===== src/sv/btlv_pkg.sv =====
package btlv_pkg;

  // Parser phases
  typedef enum logic [2:0] {
    PH_TAG      = 3'd0,
    PH_LEN      = 3'd1,
    PH_LENBYTES = 3'd2,
    PH_CONTENT  = 3'd3,
    PH_DISCARD  = 3'd4
  } phase_t;

  // Result status codes
  localparam logic [2:0] ST_OK         = 3'd0;
  localparam logic [2:0] ST_INDEFINITE = 3'd1;
  localparam logic [2:0] ST_TOO_MANY   = 3'd2;
  localparam logic [2:0] ST_WRONG_LEN  = 3'd3;
  localparam logic [2:0] ST_EARLY_END  = 3'd4;

  // Long-form length marker bit and largest content length
  localparam int unsigned LONG_FORM_BIT   = 7;
  localparam logic [31:0] MAX_CONTENT_LEN = 32'd4;

  typedef struct packed {
    logic [7:0] data_byte;
    logic       buffer_end;
  } in_item_t;

  typedef struct packed {
    logic [7:0]         tag;
    logic signed [31:0] value;
    logic [2:0]         status;
  } out_item_t;

endpackage


===== src/sv/btlv_in_stage.sv =====
module btlv_in_stage
  import btlv_pkg::*;
(
  input  logic     clk,
  input  logic     rst_n,
  input  logic     in_valid,
  output logic     in_stall,
  input  in_item_t in_data,
  output logic     item_valid,
  output in_item_t item,
  input  logic     take
);

  logic     valid_r;
  logic     valid_nxt;
  in_item_t data_r;

  // Holds one request; a new one loads when the slot is empty or drains.
  assign in_stall  = valid_r && !take;
  assign valid_nxt = in_stall ? valid_r : in_valid;

  always_ff @(posedge clk) begin
    if (!rst_n) begin
      valid_r <= 1'b0;
    end else begin
      valid_r <= valid_nxt;
    end
  end

  always_ff @(posedge clk) begin
    if (!in_stall && in_valid) begin
      data_r <= in_data;
    end
  end

  assign item_valid = valid_r;
  assign item       = data_r;

endmodule


===== src/sv/btlv_parser.sv =====
module btlv_parser
  import btlv_pkg::*;
#(
  parameter int unsigned MAX_LENGTH_BYTES = 8
) (
  input  logic      clk,
  input  logic      rst_n,
  input  logic      item_valid,
  input  in_item_t  item,
  input  logic      out_free,
  output logic      take,
  output logic      res_valid,
  output out_item_t res
);

  localparam logic [6:0] MaxCnt = 7'(MAX_LENGTH_BYTES);

  phase_t      phase_r, phase_nxt;
  logic [7:0]  tag_r, tag_nxt;
  logic [3:0]  bytes_left_r, bytes_left_nxt;
  logic [31:0] len_r, len_nxt;
  logic        big_r, big_nxt;
  logic [2:0]  content_left_r, content_left_nxt;
  logic [31:0] acc_r, acc_nxt;

  logic        produce;
  logic        fire;
  logic [2:0]  status;
  logic [31:0] value;

  // One request per cycle; only a request that yields a result waits on the output.
  assign fire = item_valid && (out_free || !produce);
  assign take = fire;

  always_comb begin
    logic [7:0]  b;
    logic        last;
    logic [6:0]  cnt;
    logic        done;
    logic        err_set;
    logic [2:0]  err;
    logic [31:0] acc_base;

    b                = item.data_byte;
    last             = item.buffer_end;
    cnt              = b[6:0];
    done             = 1'b0;
    err_set          = 1'b0;
    err              = ST_OK;
    acc_base         = acc_r;
    phase_nxt        = phase_r;
    tag_nxt          = tag_r;
    bytes_left_nxt   = bytes_left_r;
    len_nxt          = len_r;
    big_nxt          = big_r;
    content_left_nxt = content_left_r;
    acc_nxt          = acc_r;
    produce          = 1'b0;
    status           = ST_OK;
    value            = '0;

    unique case (phase_r)
      PH_TAG: begin
        tag_nxt = b;
        if (last) begin
          err_set = 1'b1;
          err     = ST_EARLY_END;
        end else begin
          phase_nxt = PH_LEN;
        end
      end
      PH_LEN: begin
        if (b[LONG_FORM_BIT]) begin
          if (cnt == 7'd0) begin
            err_set = 1'b1;
            err     = ST_INDEFINITE;
          end else if (cnt > MaxCnt) begin
            err_set = 1'b1;
            err     = ST_TOO_MANY;
          end else if (last) begin
            err_set = 1'b1;
            err     = ST_EARLY_END;
          end else begin
            bytes_left_nxt = cnt[3:0];
            len_nxt        = '0;
            big_nxt        = 1'b0;
            phase_nxt      = PH_LENBYTES;
          end
        end else begin
          len_nxt = {24'd0, b};
          big_nxt = 1'b0;
          done    = 1'b1;
        end
      end
      PH_LENBYTES: begin
        if (len_r[31:24] != 8'd0) begin
          big_nxt = 1'b1;
        end
        len_nxt        = {len_r[23:0], b};
        bytes_left_nxt = bytes_left_r - 4'd1;
        if (bytes_left_nxt == 4'd0) begin
          done = 1'b1;
        end else if (last) begin
          err_set = 1'b1;
          err     = ST_EARLY_END;
        end
      end
      PH_CONTENT: begin
        // first content byte sets the sign
        if ((content_left_r == len_r[2:0]) && b[7]) begin
          acc_base = '1;
        end
        acc_nxt          = {acc_base[23:0], b};
        content_left_nxt = content_left_r - 3'd1;
        if (content_left_nxt == 3'd0) begin
          produce   = 1'b1;
          status    = ST_OK;
          value     = acc_nxt;
          phase_nxt = PH_TAG;
        end else if (last) begin
          err_set = 1'b1;
          err     = ST_EARLY_END;
        end
      end
      PH_DISCARD: begin
      end
      default: begin
      end
    endcase

    // length complete: wrong length is checked before early end
    if (done) begin
      if (big_nxt || (len_nxt == 32'd0) || (len_nxt > MAX_CONTENT_LEN)) begin
        err_set = 1'b1;
        err     = ST_WRONG_LEN;
      end else if (last) begin
        err_set = 1'b1;
        err     = ST_EARLY_END;
      end else begin
        content_left_nxt = len_nxt[2:0];
        acc_nxt          = '0;
        phase_nxt        = PH_CONTENT;
      end
    end

    if (err_set) begin
      produce   = 1'b1;
      status    = err;
      value     = '0;
      phase_nxt = PH_DISCARD;
    end
    if (last) begin
      phase_nxt = PH_TAG;
    end
  end

  always_ff @(posedge clk) begin
    if (!rst_n) begin
      phase_r        <= PH_TAG;
      tag_r          <= '0;
      bytes_left_r   <= '0;
      len_r          <= '0;
      big_r          <= 1'b0;
      content_left_r <= '0;
      acc_r          <= '0;
    end else if (fire) begin
      phase_r        <= phase_nxt;
      tag_r          <= tag_nxt;
      bytes_left_r   <= bytes_left_nxt;
      len_r          <= len_nxt;
      big_r          <= big_nxt;
      content_left_r <= content_left_nxt;
      acc_r          <= acc_nxt;
    end
  end

  assign res_valid  = fire && produce;
  assign res.tag    = tag_nxt;
  assign res.value  = value;
  assign res.status = status;

`ifndef SYNTHESIS
  a_last_to_tag: assert property (@(posedge clk) disable iff (!rst_n)
    fire && item.buffer_end |=> phase_r == PH_TAG)
    else $error("buffer end did not return parser to tag phase");

  a_ok_to_tag: assert property (@(posedge clk) disable iff (!rst_n)
    res_valid && (res.status == ST_OK) |=> phase_r == PH_TAG)
    else $error("completed element did not return parser to tag phase");

  a_err_zero: assert property (@(posedge clk) disable iff (!rst_n)
    res_valid && (res.status != ST_OK) |-> res.value == 32'sd0)
    else $error("error result carries nonzero value");

  a_content_len: assert property (@(posedge clk) disable iff (!rst_n)
    phase_r == PH_CONTENT |->
      !big_r && (len_r != 32'd0) && (len_r <= MAX_CONTENT_LEN) &&
      (content_left_r != 3'd0))
    else $error("content phase entered with bad length");
`endif

endmodule


===== src/sv/btlv_out_stage.sv =====
module btlv_out_stage
  import btlv_pkg::*;
(
  input  logic      clk,
  input  logic      rst_n,
  input  logic      res_valid,
  input  out_item_t res,
  output logic      out_free,
  output logic      out_valid,
  input  logic      out_stall,
  output out_item_t out_data
);

  logic      valid_r;
  logic      valid_nxt;
  out_item_t data_r;

  assign out_free  = !valid_r || !out_stall;
  assign valid_nxt = out_free ? res_valid : valid_r;

  always_ff @(posedge clk) begin
    if (!rst_n) begin
      valid_r <= 1'b0;
    end else begin
      valid_r <= valid_nxt;
    end
  end

  always_ff @(posedge clk) begin
    if (out_free && res_valid) begin
      data_r <= res;
    end
  end

  assign out_valid = valid_r;
  assign out_data  = data_r;

endmodule


===== src/sv/ber_integer_tlv_decoder.sv =====
// BER integer TLV decoder.
// Input channel (in_valid / in_stall / in_data): one byte of the encoded
// buffer per request, with buffer_end set on the last byte of a buffer.
// Output channel (out_valid / out_stall / out_data): one request per parsed
// element (tag, sign-extended 1..4 byte value, status 0) or per error
// (status 1..4, value 0). After an error the rest of the buffer is dropped.
// Pipeline: input register -> parse logic -> result register; each byte's
// result is registered in the result register before out_data shows it.
// Throughput is one byte per cycle unless a result waits on a stalled
// receiver; the single parse stage holds the only per-byte state loop.
// Bytes that give no result never wait on the output side. When the
// receiver stalls with a result held, a byte that would give a result waits
// in the input register and in_stall rises; the held result stays stable.
// Reset (rst_n low, synchronous) empties both registers and returns the
// parser to expecting a tag byte.
module ber_integer_tlv_decoder
  import btlv_pkg::*;
#(
  parameter int unsigned MAX_LENGTH_BYTES = 8
) (
  input  logic      clk,
  input  logic      rst_n,
  input  logic      in_valid,
  output logic      in_stall,
  input  in_item_t  in_data,
  output logic      out_valid,
  input  logic      out_stall,
  output out_item_t out_data
);

  logic      item_valid;
  in_item_t  item;
  logic      take;
  logic      res_valid;
  out_item_t res;
  logic      out_free;

  // input register
  btlv_in_stage u_in (
    .clk        (clk),
    .rst_n      (rst_n),
    .in_valid   (in_valid),
    .in_stall   (in_stall),
    .in_data    (in_data),
    .item_valid (item_valid),
    .item       (item),
    .take       (take)
  );

  // element state and per-byte decode
  btlv_parser #(
    .MAX_LENGTH_BYTES (MAX_LENGTH_BYTES)
  ) u_parser (
    .clk        (clk),
    .rst_n      (rst_n),
    .item_valid (item_valid),
    .item       (item),
    .out_free   (out_free),
    .take       (take),
    .res_valid  (res_valid),
    .res        (res)
  );

  // result register
  btlv_out_stage u_out (
    .clk       (clk),
    .rst_n     (rst_n),
    .res_valid (res_valid),
    .res       (res),
    .out_free  (out_free),
    .out_valid (out_valid),
    .out_stall (out_stall),
    .out_data  (out_data)
  );

endmodule

===== config.mk =====
export PLATFORM = sky130hd
export DESIGN_NAME = ber_integer_tlv_decoder
export DESIGN_NICKNAME = d
export VERILOG_FILES = /design/src/sv/btlv_pkg.sv /design/src/sv/btlv_in_stage.sv /design/src/sv/btlv_parser.sv /design/src/sv/btlv_out_stage.sv /design/src/sv/ber_integer_tlv_decoder.sv
export SDC_FILE = /design/constraint.sdc
export NUM_CORES = 1
export LEC_CHECK = 0
export ABC_AREA = 1
export BUFFER_PORTS_ARGS = -buffer_cell sky130_fd_sc_hd__buf_2
export CAP_MARGIN = 0
export CELL_PAD_IN_SITES_DETAIL_PLACEMENT = 2
export CELL_PAD_IN_SITES_GLOBAL_PLACEMENT = 2
export CORE_MARGIN = 1
export CORE_UTILIZATION = 30
export CTS_CLUSTER_DIAMETER = 50
export DETAILED_ROUTE_END_ITERATION = 10
export PLACE_DENSITY = 0.8
export SETUP_SLACK_MARGIN = 0.05
export SYNTH_ARGS = -nofsm -noshare
export SYNTH_HDL_FRONTEND = slang
export SYNTH_SLANG_ARGS = --single-unit

===== constraint.sdc =====
create_clock -name clk -period 4.5 [get_ports clk]
set_input_delay 1.125 -clock clk [delete_from_list [all_inputs] [get_ports clk]]
set_output_delay 1.125 -clock clk [all_outputs]
set_load 0.02 [all_outputs]

==> flow_summary.toml <==
[placed_design]
place_ws_ns = 0.138
placedInstanceArea_um2 = 6760
dp.final_hpwl_um = 13600
gpl.final_weighted_congestion = 0.802
post-place-cells = 1139
numPortBuffers = 57

[sta]
slew_at_the_pin_closest_to_its_max_slew_limit_ns = 0.879
final_hold_viol_count = 0
setup_tns_ns = -0.0848
setup_skew_ns = 0.0106
max_clock_freq_mhz = 218
slew_headroom_pct = 41.1
drv_slew = 0
fin_crit_ns = 4.58
setup_slack_ns = -0.0848
layout_worst_path_cycle_share_pct = 102
finalSetupViolations = 1

[finish]
final_layout_size_suffix_gt1_share_pct = 17.7
nNetsFinal = 928
num-fill-cells = 2367
finish.utilization_pct = 37.9
antenna-diode-count = 0
final-seq-area_um2 = 3100
area_taken_by_multi_input_logic_gates_um2 = 2780
instances_no_fill = 1194
syn2layout_area_growth_pct = 23.0
finalInstanceArea_um2 = 7710

[run_status]
outcome = "finished, violations left"
violations = "negative setup slack"

[synthesis]
synthDominantAreaCellType = "edfxtp_1"
synth_area_um2 = 6270
synth.area.top_cells = "edfxtp_1 25%, dfxtp_1 25%, nor2_1 11%"
yosysTopAreaCellShare_pct = 24.9
net_count_synth = 865
gate_count_post_synth = 848
synth-seq-area-share_pct = 49.5
syn_avg_cell_area_um2 = 7.40
count_of_warnings_emitted_by_yosys = 0
ys_seq_elements = 129
yosys.cell_types.count = 37

[global_routing]
groute.usage.overall_pct = 20.5
grt_antenna_before_repair = 0
grt_overflow_total = 0
grt_start_max_net_pins = 74
grt_pass1_wl_um = 33700
grt_pass1_vias = 6115

[die]
ios = 58
fp.dieArea_um2 = 21500
die_w_um = 147
start_util_pct = 30.8
placeableCoreArea_um2 = 20400
placement_rows = 52
chipHeight_um = 147

[flow_run]
cap_viol_max_count = 0

[routing]
antenna_violating_nets_left = 0
routedWlPerCell_um = 20.1
first_iter_violations = 339
wirelength_um = 24100
detail_route.first_pass.iterations = 5
route.detailed.drc = 0
route.detailed.vias_per_inst = 5.10
route.vias.total = 6092

[clock_tree]
clock_tree_from_tritoncts = "built"
worst_skew_pair.late_latency_ns = 0.43
clkTransAtPathRegs_ns = 0.06
tritoncts_num_sinks = 129
ctsHtreeMaxLevel = 4
cts_root_buffer = "clkbuf_16"
buffers_from_clock_root_to_sink_at_most = 2
cts.hold.buffers_added = 0
cts_made_buffers = 17

[setup_path]
crit_type = "flop to output port"
cp_max_fo = 14
endpoint_kind = "output port"
critPathArrivalTime_ns = 3.46
worstSetupStartpointType = "flop"
timing.critical_path.required_ns = 3.38

[power_and_ir_drop]
power_density_nw_per_um2 = 427
power.static_leakage_nw = 3.26
max-vdd-ir-drop_v = 0.000231

[min_path]
hold_path.class = "flop to flop"
## worst max-delay path: stages (launching register included)
cell,delay (ns)
edfxtp_1,0.48
nor2_1,0.24
nand4_1,0.25
nand3_4,0.22
nand2_8,0.11
nand2_8,0.16
nand2_1,0.08
o21ai_1,0.18
inv_1,0.10
nand2_1,0.08
nand2_1,0.07
nor2_2,0.17
nand3_2,0.15
nand2_4,0.13
nand3_4,0.10
nand2_4,0.10
inv_1,0.05
nand2_1,0.12
inv_1,0.07
buf_2,0.16
## power by group
group	internal (mW)	switching, mW	total, mW
logic	0.148	0.349	0.498
registers	1.29	0.0480	1.34
clock network	0.877	0.582	1.46
## through the flow
step                      power, mW  hold slack [ns]
final                          3.29            0.485
after global routing           3.40            0.512
after CTS                      3.24            0.489
after detailed placement       1.78            0.475
after global placement         1.76            0.463
after floorplan                1.65            0.454
## kinds of logic after synthesis
family | synth area share (%)
adders and majority gates | 0.798
xor gates and xnor gates | 0.559
buffers and inverters | 9.12
DFF | 49.5
AOI/OAI and AO/OA | 14.8
and+or+nand+nor | 25.2
## final timing paths
check	start	slack, ns	cells past startpoint	end
max	u_in.item[5]$_DFFE_PP_	-0.08	19	in_stall
min	u_parser.len_r[21]$_SDFFE_PN0N_	0.49	2	u_parser.len_r[21]$_SDFFE_PN0N_
max reg2reg	u_in.item[5]$_DFFE_PP_	0.51	22	u_parser.len_r[28]$_SDFFE_PN0N_
min reg2reg	u_parser.len_r[21]$_SDFFE_PN0N_	0.49	2	u_parser.len_r[21]$_SDFFE_PN0N_
## per-layer routing
| layer | share of wire (%) | track usage, % | wire length (um) | vias up |
|---|---|---|---|---|
| met4 | 2.9 | 8.54 | 686 | 0 |
| met5 | 0 | 0 | 0 | - |
| met3 | 3.1 | 3.28 | 754 | 46 |
| met2 | 51 | 34.9 | 12300 | 136 |
| li1 | - | - | - | 2851 |
| met1 | 43 | 25.5 | 10300 | 3059 |
## layout by cell type, fill, tap and decap left out, types with 9 or more instances in the layout
master	n
o21ai_0	70
edfxtp_1	52
inv_1	82
a21oi_1	78
buf_2	57
nand3_1	9
a21oi_2	15
nand2_1	173
clkbuf_16	17
nor2_1	184
buf_4	30
dfxtp_1	77
## final cells by class
cell class / instances / share of cell area (%)
timing repair buffer: 89 / 7.14
sequential: 129 / 40.2
multi-input combinational: 586 / 36.1
clock inverter: 15 / 2.37
inverter: 88 / 4.30
tap: 270 / 4.38
clock buffer: 17 / 5.51
## registers in the layout (all words and copies together) (netlist names)
register                 flops
u_in.item_valid              1
u_parser.tag_r               8
u_out.out_data              43
u_parser.phase_r             3
u_parser.content_left_r      3
u_parser.bytes_left_r        4
u_out.out_valid              1
u_parser.len_r              32
u_in.item                    9
u_parser.acc_r              24
u_parser.big_r               1
## synth_stat cells, drive strengths merged
cell / number
o22ai: 4
nor4: 2
clkinv: 3
nor2: 193
a31oi: 1
nand2: 181
buf: 22
and2: 1
clkbuf: 25
nand4: 7
xor2: 3
o2111ai: 1
o21ai: 74
nand3: 12
ha: 4
inv: 85
xnor2: 1
o21a: 1
dfxtp: 77
edfxtp: 52
o211ai: 1
a21o: 1
a21oi: 94
a22oi: 1
nor3: 1
o31ai: 1
## timing repair
| item | CTS | global route |
|---|---|---|
| endpoints found under the setup margin | 1 | 1 |
| gates cloned | 0 | 2 |
| setup buffers | 4 | 17 |
| gates resized for setup | 13 | 32 |
| pin swaps | 1 | 10 |
Power figures use the tool's default switching activity.
